[config.mk]
export PLATFORM = sky130hd
export DESIGN_NAME = alpha_over_composite_percent_top
export DESIGN_NICKNAME = d
export VERILOG_FILES = /design/src/design/aoc_pkg.sv /design/src/design/aoc_weight.sv /design/src/design/aoc_div_stage.sv /design/src/design/alpha_over_composite_percent_top.sv
export SDC_FILE = /design/constraint.sdc
export NUM_CORES = 2
export LEC_CHECK = 0
export BUFFER_PORTS_ARGS = -buffer_cell sky130_fd_sc_hd__buf_2
export CAP_MARGIN = 20
export CORE_UTILIZATION = 60
export DETAILED_ROUTE_END_ITERATION = 8
export GPL_TIMING_DRIVEN = 0
export PLACE_DENSITY = 0.76
export REMOVE_ABC_BUFFERS = 1
export SKIP_CTS_REPAIR_TIMING = 1
export SYNTH_ARGS = -nofsm -noshare
export SYNTH_HDL_FRONTEND = slang
export SYNTH_SLANG_ARGS = --single-unit
[constraint.sdc]
create_clock -name clk -period 9.1 [get_ports clk]
set_input_delay 1.365 -clock clk [delete_from_list [all_inputs] [get_ports clk]]
set_output_delay 1.365 -clock clk [all_outputs]
set_load 0.02 [all_outputs]
[src/design/aoc_pkg.sv]
package aoc_pkg;

    localparam int CH_W      = 8;    // color channel width
    localparam int ALPHA_W   = 7;    // alpha in percent
    localparam int W_W       = 14;   // weights, up to 100*100
    localparam int NUM_W     = 22;   // numerator, up to 255*10000, and the partial remainder
    localparam int QUO_W     = 8;    // quotient bits, one per divider stage
    localparam int N_CH      = 3;    // red, green, blue
    localparam int PROD_W    = 26;   // total * reciprocal of 100
    localparam int RECIP_W   = 13;
    localparam int RECIP_SH  = 19;   // floor(x*5243 >> 19) == x/100 for x < 43699

    localparam logic [ALPHA_W-1:0] ALPHA_FULL = 7'd100;
    localparam logic [RECIP_W-1:0] RECIP_100  = 13'd5243;

    localparam int DIV_SHIFT = QUO_W - 1;

    localparam int CH_RED   = 0;
    localparam int CH_GREEN = 1;
    localparam int CH_BLUE  = 2;

    typedef struct packed {
        logic [N_CH-1:0][NUM_W-1:0] rem;
        logic [N_CH-1:0][QUO_W-1:0] quo;
        logic [W_W-1:0]             divisor;
        logic [ALPHA_W-1:0]         alpha;
    } aoc_div_t;

endpackage

[src/design/aoc_weight.sv]
module aoc_weight (
    input  logic                      clk,
    input  logic                      rst_n,
    input  logic                      in_valid,
    output logic                      in_ready,
    input  logic [aoc_pkg::CH_W-1:0]    back_red,
    input  logic [aoc_pkg::CH_W-1:0]    back_green,
    input  logic [aoc_pkg::CH_W-1:0]    back_blue,
    input  logic [aoc_pkg::ALPHA_W-1:0] back_alpha,
    input  logic [aoc_pkg::CH_W-1:0]    top_red,
    input  logic [aoc_pkg::CH_W-1:0]    top_green,
    input  logic [aoc_pkg::CH_W-1:0]    top_blue,
    input  logic [aoc_pkg::ALPHA_W-1:0] top_alpha,
    output logic                      out_valid,
    input  logic                      out_ready,
    output aoc_pkg::aoc_div_t         out_data
);
    import aoc_pkg::*;

    logic [ALPHA_W-1:0] a_sat;
    logic [ALPHA_W-1:0] pa_sat;
    logic               rdy1;
    logic               rdy2;
    logic               rdy3;

    // stage 1: saturated alphas and the two weights
    logic                       v1_reg;
    logic [N_CH-1:0][CH_W-1:0]  top1_reg;
    logic [N_CH-1:0][CH_W-1:0]  back1_reg;
    logic [W_W-1:0]             wtop1_reg;
    logic [W_W-1:0]             wback1_reg;

    // stage 2: per-channel products and the combined weight
    logic                       v2_reg;
    logic [N_CH-1:0][NUM_W-1:0] ptop2_reg;
    logic [N_CH-1:0][NUM_W-1:0] pback2_reg;
    logic [W_W-1:0]             total2_reg;

    // stage 3: numerators and scaled total for the alpha
    logic                       v3_reg;
    logic [N_CH-1:0][NUM_W-1:0] num3_reg;
    logic [W_W-1:0]             total3_reg;
    logic [PROD_W-1:0]          aprod3_reg;

    assign a_sat  = (back_alpha > ALPHA_FULL) ? ALPHA_FULL : back_alpha;
    assign pa_sat = (top_alpha > ALPHA_FULL) ? ALPHA_FULL : top_alpha;

    assign rdy3     = !v3_reg || out_ready;
    assign rdy2     = !v2_reg || rdy3;
    assign rdy1     = !v1_reg || rdy2;
    assign in_ready = rdy1;

    always_ff @(posedge clk or negedge rst_n)
    begin
        if (!rst_n)
        begin
            v1_reg <= 1'b0;
            v2_reg <= 1'b0;
            v3_reg <= 1'b0;
        end
        else
        begin
            if (rdy1)
                v1_reg <= in_valid;
            if (rdy2)
                v2_reg <= v1_reg;
            if (rdy3)
                v3_reg <= v2_reg;
        end
    end

    always_ff @(posedge clk)
    begin
        if (rdy1 && in_valid)
        begin
            top1_reg[CH_RED]    <= top_red;
            top1_reg[CH_GREEN]  <= top_green;
            top1_reg[CH_BLUE]   <= top_blue;
            back1_reg[CH_RED]   <= back_red;
            back1_reg[CH_GREEN] <= back_green;
            back1_reg[CH_BLUE]  <= back_blue;
            wtop1_reg  <= W_W'(pa_sat) * W_W'(ALPHA_FULL);
            wback1_reg <= W_W'(a_sat) * W_W'(ALPHA_FULL - pa_sat);
        end
        if (rdy2 && v1_reg)
        begin
            for (int c = 0; c < N_CH; c++)
            begin
                ptop2_reg[c]  <= NUM_W'(top1_reg[c]) * NUM_W'(wtop1_reg);
                pback2_reg[c] <= NUM_W'(back1_reg[c]) * NUM_W'(wback1_reg);
            end
            total2_reg <= wtop1_reg + wback1_reg;
        end
        if (rdy3 && v2_reg)
        begin
            for (int c = 0; c < N_CH; c++)
                num3_reg[c] <= ptop2_reg[c] + pback2_reg[c];
            total3_reg <= total2_reg;
            aprod3_reg <= PROD_W'(total2_reg) * PROD_W'(RECIP_100);
        end
    end

    assign out_valid        = v3_reg;
    assign out_data.rem     = num3_reg;
    assign out_data.quo     = '0;
    assign out_data.divisor = total3_reg;
    assign out_data.alpha   = aprod3_reg[RECIP_SH +: ALPHA_W];

endmodule

[src/design/aoc_div_stage.sv]
module aoc_div_stage (
    input  logic              clk,
    input  logic              rst_n,
    input  logic              in_valid,
    output logic              in_ready,
    input  aoc_pkg::aoc_div_t in_data,
    output logic              out_valid,
    input  logic              out_ready,
    output aoc_pkg::aoc_div_t out_data
);
    import aoc_pkg::*;

    logic              valid_reg;
    aoc_div_t          data_reg;
    aoc_div_t          data_next;
    logic [NUM_W-1:0]  dvs_aligned;
    logic [NUM_W-1:0]  rem_sub;
    logic [N_CH-1:0]   ge;

    // Restoring step on a left-shifting remainder: the divisor stays aligned at
    // the top quotient bit, and rem < 2*dvs_aligned holds on entry since the
    // numerator is at most 255 times the divisor.
    assign dvs_aligned = NUM_W'(in_data.divisor) << DIV_SHIFT;

    always_comb
    begin
        data_next = in_data;
        rem_sub   = '0;
        for (int c = 0; c < N_CH; c++)
        begin
            ge[c]   = in_data.rem[c] >= dvs_aligned;
            rem_sub = ge[c] ? (in_data.rem[c] - dvs_aligned) : in_data.rem[c];
            data_next.rem[c] = {rem_sub[NUM_W-2:0], 1'b0};
            data_next.quo[c] = {in_data.quo[c][QUO_W-2:0], ge[c]};
        end
    end

    assign in_ready = !valid_reg || out_ready;

    always_ff @(posedge clk or negedge rst_n)
    begin
        if (!rst_n)
            valid_reg <= 1'b0;
        else if (in_ready)
            valid_reg <= in_valid;
    end

    always_ff @(posedge clk)
    begin
        if (in_ready && in_valid)
            data_reg <= data_next;
    end

    assign out_valid = valid_reg;
    assign out_data  = data_reg;

endmodule

[src/design/alpha_over_composite_percent_top.sv]
// Source-over composite of a pasted pixel onto a background pixel, alphas in
// percent (inputs above 100 count as 100). One item per clock while the output is
// not stalled. Three stages form the weights, products and
// numerators, then eight identical restoring-division stages each produce one
// quotient bit for all three colors in parallel. Output alpha is the combined
// weight divided by 100 through a reciprocal multiply. Colors are 0 when both
// alphas are 0. Every stage holds its item under backpressure and bubbles are
// squeezed out, so a stalled output does not stop intake while stages are empty.
module alpha_over_composite_percent_top (
    input  logic                        clk,
    input  logic                        rst_n,
    input  logic                        in_valid,
    output logic                        in_ready,
    input  logic [aoc_pkg::CH_W-1:0]    back_red,
    input  logic [aoc_pkg::CH_W-1:0]    back_green,
    input  logic [aoc_pkg::CH_W-1:0]    back_blue,
    input  logic [aoc_pkg::ALPHA_W-1:0] back_alpha,
    input  logic [aoc_pkg::CH_W-1:0]    top_red,
    input  logic [aoc_pkg::CH_W-1:0]    top_green,
    input  logic [aoc_pkg::CH_W-1:0]    top_blue,
    input  logic [aoc_pkg::ALPHA_W-1:0] top_alpha,
    output logic                        out_valid,
    input  logic                        out_ready,
    output logic [aoc_pkg::CH_W-1:0]    out_red,
    output logic [aoc_pkg::CH_W-1:0]    out_green,
    output logic [aoc_pkg::CH_W-1:0]    out_blue,
    output logic [aoc_pkg::ALPHA_W-1:0] out_alpha
);
    import aoc_pkg::*;

    logic     [QUO_W:0] v;
    logic     [QUO_W:0] rdy;
    aoc_div_t           d [QUO_W+1];
    logic               zero_w;

    aoc_weight u_weight (
        .clk        (clk),
        .rst_n      (rst_n),
        .in_valid   (in_valid),
        .in_ready   (in_ready),
        .back_red   (back_red),
        .back_green (back_green),
        .back_blue  (back_blue),
        .back_alpha (back_alpha),
        .top_red    (top_red),
        .top_green  (top_green),
        .top_blue   (top_blue),
        .top_alpha  (top_alpha),
        .out_valid  (v[0]),
        .out_ready  (rdy[0]),
        .out_data   (d[0])
    );

    for (genvar i = 0; i < QUO_W; i++)
    begin : g_div
        aoc_div_stage u_stage (
            .clk       (clk),
            .rst_n     (rst_n),
            .in_valid  (v[i]),
            .in_ready  (rdy[i]),
            .in_data   (d[i]),
            .out_valid (v[i+1]),
            .out_ready (rdy[i+1]),
            .out_data  (d[i+1])
        );
    end

    assign rdy[QUO_W] = out_ready;
    assign out_valid  = v[QUO_W];

    // zero divisor drives every quotient bit to one; force the colors to zero
    assign zero_w    = d[QUO_W].divisor == '0;
    assign out_red   = zero_w ? '0 : d[QUO_W].quo[CH_RED];
    assign out_green = zero_w ? '0 : d[QUO_W].quo[CH_GREEN];
    assign out_blue  = zero_w ? '0 : d[QUO_W].quo[CH_BLUE];
    assign out_alpha = d[QUO_W].alpha;

endmodule
==> results.cfg <==
[global_routing]
grt_pass1_vias = 51040
antenna_found_initial = 1
grt_pass1_wl_um = 270100
grt_start_max_net_pins = 75
grt_overflow_total = 0
grt_use_total = 0.2749

[worst_setup_path]
crit_fanout = 7
end_kind = register
worst-path-buf-inv = 5
cpLargestDelayFamily = adder cells
critPathArrivalTime_ps = 7350
startpoint = top_alpha[3]
worst_path_max_delay_cell = o311ai_0
cp_slowest_stage_delay_ps = 550
startpoint_type = input port
critPathKind = input port to register
reg2reg_setup_slack_ps = 2990
path_cells = buf_2 -> o311ai_0 -> nand2_1 -> ha_1 -> a21oi_1 -> xor2_1 -> nor2_1 -> fa_1 -> inv_1 -> fa_1 -> inv_1 -> fa_1 -> inv_1 -> fa_1 -> inv_1 -> ha_1 -> a21oi_1 -> nor2b_1 -> o2111ai_1 -> nand3_1 -> o41ai_1 -> xnor2_1
cp.required_ps = 9590
reg2reg_from = u_weight.wtop1_reg[3]$_DFFE_PP_

[die]
io_pins = 99
core_sq_um = 122400
die_x_um = 354.3
design.die.area_sq_um = 125500
rows = 128
die_h_um = 354.3
start_util = 0.6085

[drt]
wire_per_inst_um = 19.75
num_vias = 48960
wl_um = 168800
drc = 0
drt_iter0_markers = 3003
first_pass_iters = 7
detail-route-antenna-nets = 0
viasPerCell = 5.727

[synth]
ys_types = 79
synthCells = 6728
synthTopCellsByCount = edfxtp_1 (955), inv_1 (890), ha_1 (796), nand2_1 (569), fa_1 (525)
ys_ff_latch = 966
syn-cell-area_sq_um = 74450
synth_ff_type = edfxtp_1
synthArstFlopShare = 0.01139
synth.area.top_cells = edfxtp_1 (39%), fa_1 (14%), ha_1 (13%)
synth-warning-count = 0
synth_edf_count = 955
synth_area_leader_cell = edfxtp_1
syn_avg_cell_area_sq_um = 11.07
ys_seq_area_frac = 0.3889
synth.top_cell.area_share = 0.3852
synth_most_common_cell = edfxtp_1

[final_layout]
area_delta_synth_final_pct = 9.061
nFillCells = 9174
largest_register_ffs = 654
layout-drive-gt1-share = 0.07973
seqCellArea_sq_um = 28950
fin_nets = 8220
fin_area_sq_um = 81200
multi_input_area_sq_um = 41580
insertedDiodeCount = 0

[clock_network]
cts_root_buf = clkbuf_16
cts_htree_levels = 3
clk_pin_slew_ps = 60
clockBufferDepth = 3
insertion_delay_ps = 770
cts_sinks = 966
cts-buffers-inserted = 104
cts_tree = yes

[status]
status = complete, no violations

[sta]
clock.fmax_ghz = 0.1459
rsz0062_at_grt = no
setup_tns_ps = 0
setup_viol = 0
min_period_ps = 6854
tightest_slew_ps = 1157
post-route-period-util = 0.7532
relSlewSlack = 0.2289
slew_violations = 0
fin_skew_ps = 75.76
report.final.hold_viol_count = 0

[placed_design]
routabilityCongestion = 0.9243
place_area_sq_um = 77340
hpwl_um = 133500
port_buffers = 98

[worst_hold_path]
hold_path_startpoint = g_div[3].u_stage.out_data[39]$_DFFE_PP_
min_path_type = register to register

[run]
drv_cap = 0
==> cell families (layout without fill, tap and decap cells) <==
| group | Yosys count | after routing | synth area share |
|---|---|---|---|
| buffers and inverters | 1037 | 1232 | 0.05361 |
| adder cells (fa/ha/maj) | 1321 | 1321 | 0.2749 |
| XOR/XNOR | 390 | 390 | 0.04588 |
| AND/OR/NAND/NOR | 1827 | 1827 | 0.1206 |
| multiplexers | 213 | 213 | 0.03188 |
| flip-flops | 966 | 966 | 0.3889 |
| AO/OA/AOI/OAI | 974 | 974 | 0.08419 |
==> path summary, 6_finish.rpt <==
check | endpoint | depth (start not counted)
setup / recovery | u_weight.wback1_reg[13]$_DFFE_PP_ | 22
hold / removal | g_div[4].u_stage.out_data[40]$_DFFE_PP_ | 0
setup reg to reg | u_weight.ptop2_reg[21]$_DFFE_PP_ | 15
hold reg to reg | g_div[4].u_stage.out_data[40]$_DFFE_PP_ | 0
max in group asynchronous | g_div[4].u_stage.out_valid$_DFFE_PN0P_ | 1
min in group asynchronous | g_div[0].u_stage.out_valid$_DFFE_PN0P_ | 1
==> metal layers <==
metal | up-vias | routed length [um] | global-route usage
li1 | 23420 | - | -
met1 | 23940 | 62750 | 0.3021
met2 | 1194 | 88680 | 0.5080
met3 | 409 | 5908 | 0.02720
met4 | 0 | 11470 | 0.1717
met5 | - | 0 | 0
==> placed cells by master, fill, tap and decap left out, types with 23 or more instances in the layout <==
cell type and instances:
xnor2_1 295, edfxtp_1 955, xor2_1 95, inv_1 890
nand4_1 52, nor2_1 336, fa_1 525, ha_1 796
a211oi_1 23, nor2b_1 83, o21a_1 53, nor3_1 125
nor4_1 36, nand3_1 89, a21oi_1 325, mux2_2 165
buf_2 98, or3_1 31, and3_1 27, clkbuf_16 104
a21boi_0 34, a21o_1 101, o21ai_0 209, nand2b_1 67
nand2_1 569, and2_1 341, mux2i_1 41, buf_16 31
o21bai_1 31, a31oi_1 26
==> per-stage QoR <==
| step | utilization | std cells | hold slack (ps) | setup slack (ps) |
|---|---|---|---|---|
| final | 0.6636 | 8548 | 399.7 | 2246 |
| after floorplan | - | 6581 | 400.3 | 2517 |
| after detailed placement | 0.6321 | 8344 | 404.5 | 1502 |
| after global placement | 0.6238 | 8304 | 400.9 | 1486 |
| after CTS | 0.6622 | 8540 | 393.7 | 2350 |
| after global routing | 0.6636 | 8548 | 397.7 | 1909 |
==> final cells by class <==
cell class,count,share of cell area
clock buffer,123,0.03305
tap,1625,0.02504
multi-input combinational,4725,0.5121
clock inverter,73,0.01239
timing repair buffer,146,0.01972
inverter,890,0.04114
sequential,966,0.3566
Power is not shown: default switching activity piles up to over one toggle a cycle in this logic, so the estimate is an artifact.
